===== config.mk =====
export PLATFORM = sky130hd
export DESIGN_NAME = utf16_to_utf8_transcoder_flat
export DESIGN_NICKNAME = d
export VERILOG_FILES = /design/src/hw/rtl/u2u8_pkg.sv /design/src/hw/rtl/u2u8_if.sv /design/src/hw/rtl/utf16_to_utf8_transcoder.sv /design/src/hw/rtl/u2u8_front.sv /design/src/hw/rtl/u2u8_queue.sv /design/src/hw/rtl/u2u8_back.sv /design/src/flat_wrapper.sv
export SDC_FILE = /design/constraint.sdc
export NUM_CORES = 1
export LEC_CHECK = 0
export ABC_CLOCK_PERIOD_IN_PS = 4500
export BUFFER_PORTS_ARGS = -buffer_cell sky130_fd_sc_hd__clkbuf_2
export CAP_MARGIN = 20
export CELL_PAD_IN_SITES_DETAIL_PLACEMENT = 1
export CELL_PAD_IN_SITES_GLOBAL_PLACEMENT = 1
export CORE_ASPECT_RATIO = 2
export CORE_UTILIZATION = 45
export CTS_CLUSTER_DIAMETER = 80
export CTS_CLUSTER_SIZE = 10
export DETAILED_ROUTE_END_ITERATION = 16
export PLACE_DENSITY_LB_ADDON = 0.3
export SYNTH_ARGS = -nofsm -noshare
export SYNTH_HDL_FRONTEND = slang
export SYNTH_SLANG_ARGS = --single-unit

===== constraint.sdc =====
create_clock -name clock -period 4.5 [get_ports clock]
set_clock_uncertainty 0.1 [all_clocks]
set_input_delay 0.9 -clock clock [delete_from_list [all_inputs] [get_ports clock]]
set_output_delay 0.9 -clock clock [all_outputs]
set_load 0.01 [all_outputs]

===== src/hw/rtl/u2u8_pkg.sv =====
// ----------------------------------------------------------------------------
// UTF-16 to UTF-8 transcoder package
// Shared constants, the queue entry type and the UTF-8 byte encoding helpers.
// ----------------------------------------------------------------------------
`default_nettype none

package u2u8_pkg;

   localparam int CpWidth    = 21;
   localparam int QueueDepth = 2;
   localparam int QueuePtrW  = $clog2(QueueDepth);
   localparam int QueueCntW  = $clog2(QueueDepth + 1);

   localparam logic [5:0]         HighTag     = 6'b110110;
   localparam logic [5:0]         LowTag      = 6'b110111;
   localparam logic [CpWidth-1:0] Replacement = 21'h00FFFD;
   localparam logic [CpWidth-1:0] SuppBase    = 21'h010000;

   // One queue entry: an optional U+FFFD for a dropped high surrogate,
   // followed by an optional character, both caused by one transaction.
   typedef struct packed {
      logic               has_fill;
      logic               has_char;
      logic [CpWidth-1:0] cp;
      logic               last;
   } u2u8_entry_type;

   // Number of continuation bytes that follow the lead byte.
   function automatic logic [1:0] utf8_tail_count(input logic [CpWidth-1:0] cp);
      logic [1:0] n;
      if (cp[CpWidth-1:7] == '0) begin
         n = 2'd0;
      end else if (cp[CpWidth-1:11] == '0) begin
         n = 2'd1;
      end else if (cp[CpWidth-1:16] == '0) begin
         n = 2'd2;
      end else begin
         n = 2'd3;
      end
      return n;
   endfunction

   function automatic logic [7:0] utf8_byte_at(input logic [CpWidth-1:0] cp,
                                               input logic [1:0] idx);
      logic [1:0] n;
      logic [7:0] b;
      n = utf8_tail_count(cp);
      b = 8'h00;
      case (n)
         2'd0: b = {1'b0, cp[6:0]};
         2'd1: begin
            if (idx == 2'd0) b = {3'b110, cp[10:6]};
            else             b = {2'b10, cp[5:0]};
         end
         2'd2: begin
            case (idx)
               2'd0:    b = {4'b1110, cp[15:12]};
               2'd1:    b = {2'b10, cp[11:6]};
               default: b = {2'b10, cp[5:0]};
            endcase
         end
         default: begin
            case (idx)
               2'd0:    b = {5'b11110, cp[20:18]};
               2'd1:    b = {2'b10, cp[17:12]};
               2'd2:    b = {2'b10, cp[11:6]};
               default: b = {2'b10, cp[5:0]};
            endcase
         end
      endcase
      return b;
   endfunction

endpackage

`default_nettype wire


===== src/hw/rtl/u2u8_if.sv =====
// ----------------------------------------------------------------------------
// UTF-16 to UTF-8 transcoder channel interfaces
// Valid/ready channels for incoming code units and outgoing UTF-8 bytes.
// ----------------------------------------------------------------------------
`default_nettype none

interface u2u8_req_if;
   logic        valid;
   logic        ready;
   logic [15:0] code_unit;
   logic        last_unit;

   modport source (output valid, output code_unit, output last_unit, input ready);
   modport sink   (input valid, input code_unit, input last_unit, output ready);
endinterface

interface u2u8_rsp_if;
   logic        valid;
   logic        ready;
   logic [7:0]  utf8_byte;
   logic [20:0] code_point;
   logic        char_first;
   logic        run_last;
   logic        text_last;

   modport source (output valid, output utf8_byte, output code_point,
                   output char_first, output run_last, output text_last,
                   input ready);
   modport sink   (input valid, input utf8_byte, input code_point,
                   input char_first, input run_last, input text_last,
                   output ready);
endinterface

`default_nettype wire


===== src/hw/rtl/utf16_to_utf8_transcoder.sv =====
// ----------------------------------------------------------------------------
// UTF-16 to UTF-8 transcoder
// Converts a stream of UTF-16 code units into tagged UTF-8 bytes.
//
// The req_ch channel takes one code unit per transaction, with last_unit set
// on the unit that ends the text. The rsp_ch channel gives one UTF-8 byte per
// transaction, with the code point it belongs to and flags for the first byte
// of a character, the last byte caused by a unit and the last byte of a text.
// A high surrogate that does not end the text is held until the next unit
// decides its fate; a bad surrogate comes out as U+FFFD. A unit causes up to
// six bytes. The first byte of a unit passes through the queue, the encoder's
// current character register and the output byte register. The encoder emits
// one byte per cycle while the receiver takes them; the front end accepts a
// new unit each cycle while the two-entry queue has room. When the receiver
// stalls, the output byte holds, the queue fills and req_ch.ready falls.
// Reset empties the queue and the encoder and drops any held high surrogate.
// ----------------------------------------------------------------------------
`default_nettype none

module utf16_to_utf8_transcoder
   import u2u8_pkg::*;
(
   input  wire logic   clock,
   input  wire logic   reset,
   u2u8_req_if.sink    req_ch,
   u2u8_rsp_if.source  rsp_ch
);

   logic           q_push;
   u2u8_entry_type q_push_entry;
   logic           q_full;
   logic           q_head_valid;
   u2u8_entry_type q_head_entry;
   logic           q_pop;

   u2u8_front u_front (
      .clock   (clock),
      .reset   (reset),
      .req_ch  (req_ch),
      .q_full  (q_full),
      .q_push  (q_push),
      .q_entry (q_push_entry)
   );

   u2u8_queue u_queue (
      .clock      (clock),
      .reset      (reset),
      .push       (q_push),
      .push_entry (q_push_entry),
      .full       (q_full),
      .head_valid (q_head_valid),
      .head_entry (q_head_entry),
      .pop        (q_pop)
   );

   u2u8_back u_back (
      .clock   (clock),
      .reset   (reset),
      .q_valid (q_head_valid),
      .q_entry (q_head_entry),
      .q_pop   (q_pop),
      .rsp_ch  (rsp_ch)
   );

endmodule

`default_nettype wire


===== src/hw/rtl/u2u8_front.sv =====
// ----------------------------------------------------------------------------
// UTF-16 to UTF-8 transcoder front end
// Accepts code units, pairs surrogates and queues the characters to encode.
// ----------------------------------------------------------------------------
`default_nettype none

module u2u8_front
   import u2u8_pkg::*;
(
   input  wire logic           clock,
   input  wire logic           reset,
   u2u8_req_if.sink            req_ch,
   input  wire logic           q_full,
   output logic                q_push,
   output u2u8_entry_type      q_entry
);

   logic       held_valid_ff;
   logic       held_valid_in;
   logic [9:0] held_bits_ff;
   logic [9:0] held_bits_in;
   logic       fire;
   logic       is_high;
   logic       is_low;

   assign req_ch.ready = !q_full;
   assign fire         = req_ch.valid && req_ch.ready;
   assign is_high      = (req_ch.code_unit[15:10] == HighTag);
   assign is_low       = (req_ch.code_unit[15:10] == LowTag);

   always_comb begin
      q_push           = 1'b0;
      q_entry.has_fill = 1'b0;
      q_entry.has_char = 1'b0;
      q_entry.cp       = Replacement;
      q_entry.last     = req_ch.last_unit;
      held_valid_in    = held_valid_ff;
      held_bits_in     = held_bits_ff;
      if (fire) begin
         held_valid_in = 1'b0;
         held_bits_in  = '0;
         if (held_valid_ff && is_low) begin
            q_entry.has_char = 1'b1;
            q_entry.cp       = SuppBase + {1'b0, held_bits_ff, req_ch.code_unit[9:0]};
         end else begin
            q_entry.has_fill = held_valid_ff;
            if (is_high && !req_ch.last_unit) begin
               held_valid_in = 1'b1;
               held_bits_in  = req_ch.code_unit[9:0];
            end else begin
               q_entry.has_char = 1'b1;
               if (is_high || is_low) q_entry.cp = Replacement;
               else                   q_entry.cp = {5'b0, req_ch.code_unit};
            end
         end
         q_push = q_entry.has_fill || q_entry.has_char;
      end
   end

   always_ff @(posedge clock) begin
      if (reset) begin
         held_valid_ff <= 1'b0;
         held_bits_ff  <= '0;
      end else begin
         held_valid_ff <= held_valid_in;
         held_bits_ff  <= held_bits_in;
      end
   end

endmodule

`default_nettype wire


===== src/hw/rtl/u2u8_queue.sv =====
// ----------------------------------------------------------------------------
// UTF-16 to UTF-8 transcoder queue
// Short first-in first-out buffer between the front end and the encoder.
// ----------------------------------------------------------------------------
`default_nettype none

module u2u8_queue
   import u2u8_pkg::*;
(
   input  wire logic           clock,
   input  wire logic           reset,
   input  wire logic           push,
   input  u2u8_entry_type      push_entry,
   output logic                full,
   output logic                head_valid,
   output u2u8_entry_type      head_entry,
   input  wire logic           pop
);

   u2u8_entry_type          slot_ff [QueueDepth];
   logic [QueuePtrW-1:0]    wr_ptr_ff;
   logic [QueuePtrW-1:0]    wr_ptr_in;
   logic [QueuePtrW-1:0]    rd_ptr_ff;
   logic [QueuePtrW-1:0]    rd_ptr_in;
   logic [QueueCntW-1:0]    count_ff;
   logic [QueueCntW-1:0]    count_in;

   assign full       = (count_ff == QueueCntW'(QueueDepth));
   assign head_valid = (count_ff != '0);
   assign head_entry = slot_ff[rd_ptr_ff];

   always_comb begin
      wr_ptr_in = wr_ptr_ff;
      rd_ptr_in = rd_ptr_ff;
      count_in  = count_ff;
      if (push) begin
         wr_ptr_in = (wr_ptr_ff == QueuePtrW'(QueueDepth - 1)) ? '0 : wr_ptr_ff + 1'b1;
      end
      if (pop) begin
         rd_ptr_in = (rd_ptr_ff == QueuePtrW'(QueueDepth - 1)) ? '0 : rd_ptr_ff + 1'b1;
      end
      if (push && !pop) begin
         count_in = count_ff + 1'b1;
      end else if (pop && !push) begin
         count_in = count_ff - 1'b1;
      end
   end

   always_ff @(posedge clock) begin
      if (reset) begin
         wr_ptr_ff <= '0;
         rd_ptr_ff <= '0;
         count_ff  <= '0;
      end else begin
         wr_ptr_ff <= wr_ptr_in;
         rd_ptr_ff <= rd_ptr_in;
         count_ff  <= count_in;
      end
   end

   always_ff @(posedge clock) begin
      if (push) begin
         slot_ff[wr_ptr_ff] <= push_entry;
      end
   end

endmodule

`default_nettype wire


===== src/hw/rtl/u2u8_back.sv =====
// ----------------------------------------------------------------------------
// UTF-16 to UTF-8 transcoder back end
// Expands queued characters into UTF-8 bytes, one byte per cycle while the receiver takes them.
// ----------------------------------------------------------------------------
`default_nettype none

module u2u8_back
   import u2u8_pkg::*;
(
   input  wire logic           clock,
   input  wire logic           reset,
   input  wire logic           q_valid,
   input  u2u8_entry_type      q_entry,
   output logic                q_pop,
   u2u8_rsp_if.source          rsp_ch
);

   logic               cur_valid_ff;
   logic               cur_valid_in;
   logic               cur_fill_ff;
   logic               cur_fill_in;
   logic               cur_char_ff;
   logic               cur_char_in;
   logic [CpWidth-1:0] cur_cp_ff;
   logic [CpWidth-1:0] cur_cp_in;
   logic               cur_last_ff;
   logic               cur_last_in;
   logic [1:0]         idx_ff;
   logic [1:0]         idx_in;

   logic               rsp_valid_ff;
   logic               rsp_valid_in;
   logic [7:0]         rsp_byte_ff;
   logic [CpWidth-1:0] rsp_cp_ff;
   logic               rsp_first_ff;
   logic               rsp_run_last_ff;
   logic               rsp_text_last_ff;

   logic [CpWidth-1:0] cp_sel;
   logic               char_end;
   logic               fill_then_char;
   logic               can_emit;
   logic               step;
   logic               done;

   assign cp_sel         = cur_fill_ff ? Replacement : cur_cp_ff;
   assign char_end       = (idx_ff == utf8_tail_count(cp_sel));
   assign fill_then_char = cur_fill_ff && cur_char_ff;
   assign can_emit       = !rsp_valid_ff || rsp_ch.ready;
   assign step           = cur_valid_ff && can_emit;
   assign done           = step && char_end && !fill_then_char;
   assign q_pop          = q_valid && (!cur_valid_ff || done);

   always_comb begin
      cur_valid_in = cur_valid_ff;
      cur_fill_in  = cur_fill_ff;
      cur_char_in  = cur_char_ff;
      cur_cp_in    = cur_cp_ff;
      cur_last_in  = cur_last_ff;
      idx_in       = idx_ff;
      if (q_pop) begin
         cur_valid_in = 1'b1;
         cur_fill_in  = q_entry.has_fill;
         cur_char_in  = q_entry.has_char;
         cur_cp_in    = q_entry.cp;
         cur_last_in  = q_entry.last;
         idx_in       = '0;
      end else if (done) begin
         cur_valid_in = 1'b0;
      end else if (step) begin
         if (char_end) begin
            cur_fill_in = 1'b0;
            idx_in      = '0;
         end else begin
            idx_in = idx_ff + 1'b1;
         end
      end
      rsp_valid_in = can_emit ? cur_valid_ff : rsp_valid_ff;
   end

   always_ff @(posedge clock) begin
      if (reset) begin
         cur_valid_ff <= 1'b0;
         rsp_valid_ff <= 1'b0;
      end else begin
         cur_valid_ff <= cur_valid_in;
         rsp_valid_ff <= rsp_valid_in;
      end
   end

   always_ff @(posedge clock) begin
      cur_fill_ff <= cur_fill_in;
      cur_char_ff <= cur_char_in;
      cur_cp_ff   <= cur_cp_in;
      cur_last_ff <= cur_last_in;
      idx_ff      <= idx_in;
      if (step) begin
         rsp_byte_ff      <= utf8_byte_at(cp_sel, idx_ff);
         rsp_cp_ff        <= cp_sel;
         rsp_first_ff     <= (idx_ff == 2'd0);
         rsp_run_last_ff  <= char_end && !fill_then_char;
         rsp_text_last_ff <= char_end && !fill_then_char && cur_last_ff;
      end
   end

   assign rsp_ch.valid      = rsp_valid_ff;
   assign rsp_ch.utf8_byte  = rsp_byte_ff;
   assign rsp_ch.code_point = rsp_cp_ff;
   assign rsp_ch.char_first = rsp_first_ff;
   assign rsp_ch.run_last   = rsp_run_last_ff;
   assign rsp_ch.text_last  = rsp_text_last_ff;

endmodule

`default_nettype wire


===== src/flat_wrapper.sv =====
// flat-port wrapper written by rule: the top's interface ports become plain ports
module utf16_to_utf8_transcoder_flat import u2u8_pkg::*;
  (clock, reset, req_ch_valid, req_ch_code_unit, req_ch_last_unit, req_ch_ready, rsp_ch_valid, rsp_ch_utf8_byte, rsp_ch_code_point, rsp_ch_char_first, rsp_ch_run_last, rsp_ch_text_last, rsp_ch_ready);
  u2u8_req_if req_ch_i ();
  u2u8_rsp_if rsp_ch_i ();
  input  wire logic clock;
  input  wire logic reset;
  input wire logic [$bits(req_ch_i.valid)-1:0] req_ch_valid;
  input wire logic [$bits(req_ch_i.code_unit)-1:0] req_ch_code_unit;
  input wire logic [$bits(req_ch_i.last_unit)-1:0] req_ch_last_unit;
  output wire logic [$bits(req_ch_i.ready)-1:0] req_ch_ready;
  output wire logic [$bits(rsp_ch_i.valid)-1:0] rsp_ch_valid;
  output wire logic [$bits(rsp_ch_i.utf8_byte)-1:0] rsp_ch_utf8_byte;
  output wire logic [$bits(rsp_ch_i.code_point)-1:0] rsp_ch_code_point;
  output wire logic [$bits(rsp_ch_i.char_first)-1:0] rsp_ch_char_first;
  output wire logic [$bits(rsp_ch_i.run_last)-1:0] rsp_ch_run_last;
  output wire logic [$bits(rsp_ch_i.text_last)-1:0] rsp_ch_text_last;
  input wire logic [$bits(rsp_ch_i.ready)-1:0] rsp_ch_ready;
  assign req_ch_i.valid = req_ch_valid;
  assign req_ch_i.code_unit = req_ch_code_unit;
  assign req_ch_i.last_unit = req_ch_last_unit;
  assign req_ch_ready = req_ch_i.ready;
  assign rsp_ch_valid = rsp_ch_i.valid;
  assign rsp_ch_utf8_byte = rsp_ch_i.utf8_byte;
  assign rsp_ch_code_point = rsp_ch_i.code_point;
  assign rsp_ch_char_first = rsp_ch_i.char_first;
  assign rsp_ch_run_last = rsp_ch_i.run_last;
  assign rsp_ch_text_last = rsp_ch_i.text_last;
  assign rsp_ch_i.ready = rsp_ch_ready;
  utf16_to_utf8_transcoder u_core (.clock(clock), .reset(reset), .req_ch(req_ch_i), .rsp_ch(rsp_ch_i));
endmodule

==> flow_metrics.env, run 1 <==
export IMPL_status="complete, no violations"
export IMPL_fin_crit_ps=3120
export IMPL_place_gp_congestion=0.906
export IMPL_synth_flop_cell="edfxtp_1"
export IMPL_grt_pass1_wl_um=19300
export IMPL_yosysSeqAreaShare_pct=66.7
export IMPL_pwr_share_clk_pct=28.3
export IMPL_portBuffers=54
export IMPL_grt_util_all_layers_pct=21.7
export IMPL_grt_antenna_before_repair=0
export IMPL_ys_seq_elements=124
export IMPL_dpl_hpwl_um=8510
export IMPL_r2r_end="u_core.u_back.cur_cp_ff[9]"
export IMPL_core_mm2=0.0114
export IMPL_syn_area_per_cell_um2=13.3
export IMPL_start_util_pct=46.5
export IMPL_ant_nets=0
export IMPL_finalInstanceArea_mm2=0.00633
export IMPL_design_power_total_mw=4.66
export IMPL_cts_hold_buf=0
export IMPL_dp_cells=582
export IMPL_r2r_slack_ps=1380
export IMPL_grt_pass1_vias=3738
export IMPL_worstPathRequired_ps=4430
export IMPL_synthToLayoutAreaGrowth_pct=19.8
export IMPL_rr_startpoint="u_core.u_back.cur_cp_ff[17]"
export IMPL_synth_edff_count=104
export IMPL_cts_setup_buffers=0
export IMPL_final_nets=489
export IMPL_hold_end="u_core.u_front.held_bits_ff[4]"
export IMPL_yosysWarnings=0
export IMPL_fmax_mhz=321
export IMPL_num_antenna_cells=0
export IMPL_clockBufferDepth=2
export IMPL_die_x_um=78.6
export IMPL_syn_nets=426
export IMPL_power_switching_mw=1.56
export IMPL_fp_row_count=55
export IMPL_tns_ps=0
export IMPL_switching_share_pct=33.5
export IMPL_num_vias=3455
export IMPL_placed_area_mm2=0.00570
export IMPL_grt_max_degree=33
export IMPL_whs_path_depth=2
export IMPL_finalCritPeriodShare_pct=69.3
export IMPL_die_height_um=155
export IMPL_drt_iter0_markers=153
export IMPL_pwr_share_seq_pct=41.0
export IMPL_min_from="u_core.u_front.held_bits_ff[4]"
export IMPL_setup_viol=0
export IMPL_drive_above_1_share_pct=28.3
export IMPL_maxCapViolCount=0
export IMPL_power_frac_comb_pct=30.7
export IMPL_cp_arrival_ps=3050
export IMPL_post_drt_wl_per_cell_um=19.5
export IMPL_h_tree_depth=4
export IMPL_startpoint_type="register"
export IMPL_yosys_area_top_type_share_pct=59.1
export IMPL_path_clk_slew_ps=60
export IMPL_maxSlewHeadroom_pct=37.1
export IMPL_reg2regPathDepth=5
export IMPL_dieArea_mm2=0.0122
export IMPL_final_cell_count_no_fill=616
export IMPL_synth_cells=398
export IMPL_power_density_mw_per_mm2=735
export IMPL_num_io_pins=55
export IMPL_worst_pin_slew_ps=943
export IMPL_cts_sinks=124
export IMPL_syn_area_mm2=0.00529
export IMPL_async_flop_share_pct=0
export IMPL_hold_path_class="register to register"
export IMPL_synth_most_common_cell="edfxtp_1"
export IMPL_final_hold_viol_count=0
export IMPL_whs_ps=362
export IMPL_yosys_area_top_type="edfxtp_1"
export IMPL_wl_um=12000
export IMPL_rsz0062_at_grt="no"
export IMPL_end_kind="register"
export IMPL_overflow=0
export IMPL_cts_root_buf="clkbuf_16"
export IMPL_cts_tree="done"
export IMPL_cts_buffers=17
export IMPL_viasPerCell=5.61
export IMPL_insertion_delay_ps=420
export IMPL_maxSlewViolCount=0
export IMPL_crit_path_max_fanout=24
export IMPL_path_class="register to register"
export IMPL_post_route_drc_count=0
export IMPL_ir_drop_mv=0.504
export IMPL_ys_top_cells_by_area="edfxtp_1, dfxtp_1, mux2_2"
export IMPL_synth_common_cells="edfxtp_1, nand2_1, a21oi_1"
export IMPL_cts_resized=0
export IMPL_drt_pass1_iter_count=4
export IMPL_p_int_mw=3.10
export IMPL_synth_cell_type_count=53
export IMPL_cellLeakagePower_nw=2.27
-- power groups by stage --
stage / clock network [mW] / registers [mW] / logic, mW
after global placement: 0 / 1.93 / 1.29
after floorplan: 0 / 1.92 / 0.928
after global routing: 1.39 / 1.94 / 1.55
after CTS: 1.35 / 1.95 / 1.36
after detailed placement: 0 / 1.97 / 1.33
final: 1.32 / 1.91 / 1.43
-- cells in the final DEF, fill, tap and decap left out, types with 5 or more instances in the layout --
master	count
edfxtp_1	104
clkbuf_2	54
o21ai_0	14
clkinvlp_4	5
inv_1	14
nand2_1	42
nor2b_1	7
mux2_2	23
ha_1	7
dfxtp_1	20
and2_1	8
a21oi_1	24
buf_4	5
nor3_1	5
or2_2	12
nor2_1	23
clkbuf_16	17
nand2b_1	11
-- stage by stage --
stage	worst slack (ps)	util, %
final	1380	55.8
after global routing	1260	55.8
after CTS	1350	55.3
after detailed placement	1330	50.2
after global placement	1420	50.2
after floorplan	1350	-
-- how the worst max path moves through the flow --
stage	start	end	slack, ps	cells past startpoint
final	u_core.u_back.cur_cp_ff[17]	u_core.u_back.cur_cp_ff[9]	1380	5
after global routing	u_core.u_back.cur_cp_ff[17]	u_core.u_back.cur_cp_ff[9]	1260	5
after CTS	u_core.u_back.cur_cp_ff[17]	u_core.u_back.cur_cp_ff[9]	1350	5
after detailed placement	req_ch_code_unit[11]	u_core.u_queue.slot_ff[1][11]	1330	7
after global placement	req_ch_code_unit[11]	u_core.u_queue.slot_ff[0][11]	1420	7
after floorplan	req_ch_code_unit[15]	u_core.u_queue.slot_ff[0][0]	1350	4
-- metal layers --
metal	global-route usage (%)	part of all wire, %	vias up
met2	42.3	59	99
met1	19.9	34	1706
met5	0	0	-
li1	-	-	1615
met4	12.5	4.1	0
met3	4.22	3.0	35
-- critical path: stages, from the launching register on --
cell	delay (ps)
edfxtp_1	420
nor4_2	530
a21o_1	370
a221oi_2	170
o32a_4	450
inv_1	680
-- logic make-up (layout without fill, tap and decap cells) --
| kind of cell | count (synthesis) | count (layout) | synth area share (%) |
|---|---|---|---|
| AOI/OAI and AO/OA | 82 | 82 | 11.0 |
| xor gates and xnor gates | 5 | 5 | 0.829 |
| adders and majority gates | 7 | 7 | 1.66 |
| buffers and inverters | 31 | 107 | 2.34 |
| DFF | 124 | 124 | 66.7 |
| muxes | 27 | 27 | 5.71 |
| and+or+nand+nor | 122 | 122 | 11.8 |
-- flip-flops by register name, summed over array words and instances (netlist names), 2 cells and up, named ones only --
signal	cells
u_core.u_back.cur_cp_ff	21
u_core.u_back.idx_ff	2
u_core.u_back.rsp_ch.code_point	21
u_core.u_back.rsp_ch.utf8_byte	8
u_core.u_front.held_bits_ff	10
u_core.u_queue.count_ff	2
u_core.u_queue.slot_ff	48
-- layout make-up --
type / instances / area (µm²)
clock buffers: 17 / 425
well taps: 142 / 178
inverters: 14 / 52.6
repair buffers: 61 / 363
fillers: 1153 / 5020
multi-input cells: 243 / 1640
flip-flops and latches: 124 / 3520
clock inverters: 15 / 151
Power figures use the tool's default switching activity.
==> run 2: changes to the inputs <==
Settings changed: ABC_CLOCK_PERIOD_IN_PS 4500 to 2600, CORE_UTILIZATION 45 to 43.
Clock period 4.5 ns to 2.6 ns, I/O delays scaled along.
==> flow_metrics.env, run 2 (synthesized netlist as in run 1, its figures left out) <==
export IMPL_reg2regPathDepth=8
export IMPL_viasPerCell=5.57
export IMPL_num_io_pins=55
export IMPL_path_class="register to register"
export IMPL_dpl_hpwl_um=8970
export IMPL_fmax_mhz=387
export IMPL_setup_viol=0
export IMPL_grt_pass1_wl_um=20300
export IMPL_status="complete, no violations"
export IMPL_r2r_end="u_core.u_queue.count_ff[1]"
export IMPL_cts_tree="done"
export IMPL_cellLeakagePower_nw=2.45
export IMPL_largest_register="u_core.u_queue.slot_ff"
export IMPL_largest_reg_flops=48
export IMPL_start_util_pct=43.8
export IMPL_final_hold_viol_count=0
export IMPL_maxSlewHeadroom_pct=68.7
export IMPL_crit_path_max_fanout=4
export IMPL_whs_ps=226
export IMPL_cts_root_buf="clkbuf_16"
export IMPL_final_cell_mix="edfxtp_1, clkbuf_2, nand2_1"
export IMPL_num_vias=3624
export IMPL_dieArea_mm2=0.0128
export IMPL_die_height_um=159
export IMPL_maxSlewViolCount=0
export IMPL_dp_cells=613
export IMPL_min_from="req_ch_last_unit"
export IMPL_drt_iter0_markers=189
export IMPL_portBuffers=54
export IMPL_end_kind="register"
export IMPL_rsz0062_at_grt="yes"
export IMPL_fillerInstances=1210
export IMPL_worstPathRequired_ps=2850
export IMPL_core_mm2=0.0121
export IMPL_synthToLayoutAreaGrowth_pct=25.4
export IMPL_drt_pass1_iter_count=4
export IMPL_power_density_mw_per_mm2=1280
export IMPL_place_gp_congestion=0.905
export IMPL_rr_startpoint="u_core.u_back.cur_cp_ff[15]"
export IMPL_crit_start="u_core.u_back.cur_cp_ff[15]"
export IMPL_path_clk_slew_ps=60
export IMPL_final_common_cell="edfxtp_1"
export IMPL_cts_hold_buf=0
export IMPL_h_tree_depth=4
export IMPL_cp_arrival_ps=2830
export IMPL_endpoint="u_core.u_queue.count_ff[1]"
export IMPL_cts_buffers=17
export IMPL_die_x_um=80.4
export IMPL_grt_max_degree=33
export IMPL_fin_crit_ps=2580
export IMPL_final_nets=519
export IMPL_overflow=0
export IMPL_grt_antenna_before_repair=0
export IMPL_startpoint_type="register"
export IMPL_finalCritPeriodShare_pct=99.3
export IMPL_ir_drop_mv=0.706
export IMPL_fp_row_count=57
export IMPL_cts_sinks=124
export IMPL_hold_path_class="input pin to register"
export IMPL_wl_um=13100
export IMPL_insertion_delay_ps=420
export IMPL_drive_above_1_share_pct=34.3
export IMPL_r2r_slack_ps=20
export IMPL_num_antenna_cells=0
export IMPL_post_route_drc_count=0
export IMPL_grt_util_all_layers_pct=22.2
export IMPL_final_cell_count_no_fill=651
export IMPL_grt_pass1_vias=3935
export IMPL_ant_nets=0
export IMPL_maxCapViolCount=0
export IMPL_clockBufferDepth=2
export IMPL_worst_pin_slew_ps=470
export IMPL_post_drt_wl_per_cell_um=20.1
-- run 2: changes by cell type in the layout (fill, tap and decap cells not counted), moves of 2 or more --
cell,previous run,this run
buf_12,0,2
clkbuf_16,17,20
clkinv_4,4,2
bufinv_16,2,0
a21oi_2,0,2
clkinvlp_4,5,3
nand2_1,42,40
a21oi_1,24,22
buf_16,2,0
clkbuf_1,0,3
buf_4,5,35
-- run 2: repair_timing --
item | 4_1_cts | 5_1_grt
setup buffers | 5 | 1
pin swaps | 5 | 9
resized for setup | 6 | 9
setup endpoints to repair | 26 | 26
-- run 2: worst min path at each step --
| stage | end | slack [ps] | cells past startpoint |
|---|---|---|---|
| global route | u_core.u_queue.slot_ff[0][0] | 210 | 1 |
| finish | u_core.u_queue.slot_ff[0][0] | 230 | 1 |
| global placement | u_core.u_front.held_bits_ff[2] | 340 | 2 |
| detailed placement | u_core.u_front.held_bits_ff[2] | 350 | 2 |
| floorplan | u_core.u_front.held_bits_ff[0] | 330 | 2 |
| CTS | u_core.u_queue.slot_ff[0][0] | 210 | 1 |
-- run 2: power by group --
part	total [mW]	internal, mW	leakage [nW]	switching [mW]
clock network	2.27	1.41	0.278	0.862
registers	3.29	3.00	1.11	0.296
logic	2.89	1.21	1.06	1.69
-- run 2: per-stage QoR --
stage               worst slack, ps  area (µm²)  utilization [%]  total power, mW  TNS (ps)
global route                  -79.4        6630             55.0             8.86      -735
detailed placement            -13.9        5930             49.2             6.01     -13.9
global placement               62.4        5930             49.2             5.85         0
finish                         18.6        6630             55.0             8.46         0
CTS                            21.9        6580             54.6             8.40         0
floorplan                    -0.410        5290                -             4.92     -9.43
-- run 2: final cells by class --
cell class                      count  area [µm²]  area share, %
Clock buffer                       24         526           7.93
Clock inverter                      8        55.1          0.831
Inverter                           14        52.6          0.793
Multi-Input combinational cell    243        1710           25.8
Sequential cell                   124        3520           53.2
Tap cell                          147         184           2.78
Timing Repair Buffer               91         573           8.65
-- run 2: metal layers --
layer  up-vias  wire length, µm  track usage [%]
li1       1672                -                -
met4         0              607             12.7
met3        42              364             5.29
met5         -                0                0
met2        98             7860             42.3
met1      1812             4280             19.8
-- run 2: critical path: stages (launching register included) --
cell,delay [ps]
edfxtp_1,440
nor4_4,430
buf_4,210
nand2_4,60
a221oi_4,340
o32a_4,230
ha_4,200
or3_4,360
a21oi_2,130
==> run 3: changes to the inputs <==
Settings changed: CORE_MARGIN from default to 1.5, RECOVER_POWER from default to 100.
==> flow_metrics.env, run 3 (synthesized netlist as in run 1, its figures left out) <==
export IMPL_status="complete, no violations"
export IMPL_final_nets=520
export IMPL_rsz0062_at_grt="yes"
export IMPL_r2r_slack_ps=30
export IMPL_cts_tree="done"
export IMPL_dpl_hpwl_um=9270
export IMPL_startpoint_type="register"
export IMPL_grt_util_all_layers_pct=21.0
export IMPL_synthToLayoutAreaGrowth_pct=22.9
export IMPL_num_vias=3558
export IMPL_hold_path_class="input pin to register"
export IMPL_met3_usage_pct=5.71
export IMPL_whs_ps=248
export IMPL_drive_above_1_share_pct=23.0
export IMPL_post_route_drc_count=0
export IMPL_grt_pass1_vias=3893
export IMPL_cts_buffers=17
export IMPL_final_cell_mix="edfxtp_1, clkbuf_1, nand2_1"
export IMPL_maxSlewHeadroom_pct=9.05
export IMPL_path_clk_slew_ps=60
export IMPL_grt_max_degree=33
export IMPL_crit_path_max_fanout=4
export IMPL_dieArea_mm2=0.0130
export IMPL_h_tree_depth=4
export IMPL_grt_antenna_before_repair=0
export IMPL_cellLeakagePower_nw=2.30
export IMPL_place_gp_congestion=0.927
export IMPL_final_common_cell="edfxtp_1"
export IMPL_fp_row_count=57
export IMPL_overflow=0
export IMPL_ir_drop_mv=0.678
export IMPL_cts_hold_buf=0
export IMPL_die_height_um=160
export IMPL_largest_register="u_core.u_queue.slot_ff"
export IMPL_setup_viol=0
export IMPL_viasPerCell=5.46
export IMPL_maxSlewViolCount=0
export IMPL_path_class="register to register"
export IMPL_core_mm2=0.0121
export IMPL_ant_nets=0
export IMPL_cts_root_buf="clkbuf_16"
export IMPL_num_io_pins=55
export IMPL_power_density_mw_per_mm2=1270
export IMPL_met1_usage_pct=18.5
export IMPL_finalCritPeriodShare_pct=99.0
export IMPL_insertion_delay_ps=410
export IMPL_final_hold_viol_count=0
export IMPL_fin_crit_ps=2570
export IMPL_worstPathRequired_ps=2840
export IMPL_grt_use_met2_pct=39.4
export IMPL_post_place_ws_ps=9.10
export IMPL_worst_pin_slew_ps=1360
export IMPL_grt_pass1_wl_um=19800
export IMPL_num_antenna_cells=0
export IMPL_worst_slack_ps=26.0
export IMPL_largest_reg_flops=48
export IMPL_end_kind="register"
export IMPL_drt_iter0_markers=131
export IMPL_wl_um=12500
export IMPL_clockBufferDepth=2
export IMPL_drt_pass1_iter_count=4
export IMPL_cp_arrival_ps=2820
export IMPL_die_x_um=81.4
export IMPL_maxCapViolCount=0
export IMPL_portBuffers=54
export IMPL_cts_sinks=124
export IMPL_design_power_total_mw=8.28
export IMPL_start_util_pct=43.8
export IMPL_post_drt_wl_per_cell_um=19.2
export IMPL_fmax_mhz=388
export IMPL_top_usage_layer="met2"
[run 3: metal layers]
metal	vias to the layer above	wire length (µm)
met3	44	394
met4	0	697
met2	99	7490
li1	1680	-
met1	1735	3940
met5	-	0
[run 3: worst paths after layout]
check / endpoint / cells after the start / startpoint
worst max-delay path: u_core.u_queue.count_ff[1] / 9 / u_core.u_back.cur_cp_ff[15]
worst min-delay path: u_core.u_front.held_bits_ff[5] / 3 / req_ch_code_unit[5]
worst max register to register: u_core.u_queue.count_ff[1] / 9 / u_core.u_back.cur_cp_ff[15]
worst min register to register: u_core.u_front.held_bits_ff[1] / 2 / u_core.u_front.held_bits_ff[1]
[run 3: what timing repair did]
action,in CTS,in global routing
gates resized for setup,1,2
endpoints found under the hold margin,0,0
endpoints found under the setup margin,1,3
buffers inserted,3,2
pin swaps,2,4
[run 3: cell type report]
class,instances,area [µm²]
flip-flops and latches,124,3520
multi-input cells,243,1650
inverters,14,52.6
repair buffers,92,492
well taps,147,184
clock buffers,23,510
clock inverters,9,83.8
fillers,1286,5560
[run 3: critical path, cell delays in order, from the launching register on]
cell      delay [ps]
edfxtp_1         430
nor4_4           340
buf_4            170
o211a_4          190
mux2i_2           90
o32a_4           380
ha_1             210
xor2_1           150
or3_1            320
a21oi_2          120
[run 3: power breakdown]
group | switching (mW) | internal (mW) | leakage, nW | total (mW)
clock network | 0.825 | 1.47 | 0.281 | 2.30
registers | 0.265 | 3.00 | 1.11 | 3.26
logic | 1.62 | 1.09 | 0.904 | 2.71
total | 2.71 | 5.56 | 2.30 | 8.28
[run 3: stage by stage]
| stage | area, µm² | std cells | util (%) | TNS, ps |
|---|---|---|---|---|
| 6_report | 6500 | 652 | 53.9 | 0 |
| 5_1_grt | 6500 | 652 | 53.9 | -143 |
| 4_1_cts | 6560 | 650 | 54.5 | 0 |
| 3_5_place_dp | 5940 | 615 | 49.3 | 0 |
| 3_3_place_gp | 5940 | 615 | 49.3 | 0 |
| 2_1_floorplan | 5290 | 398 | - | -9.43 |
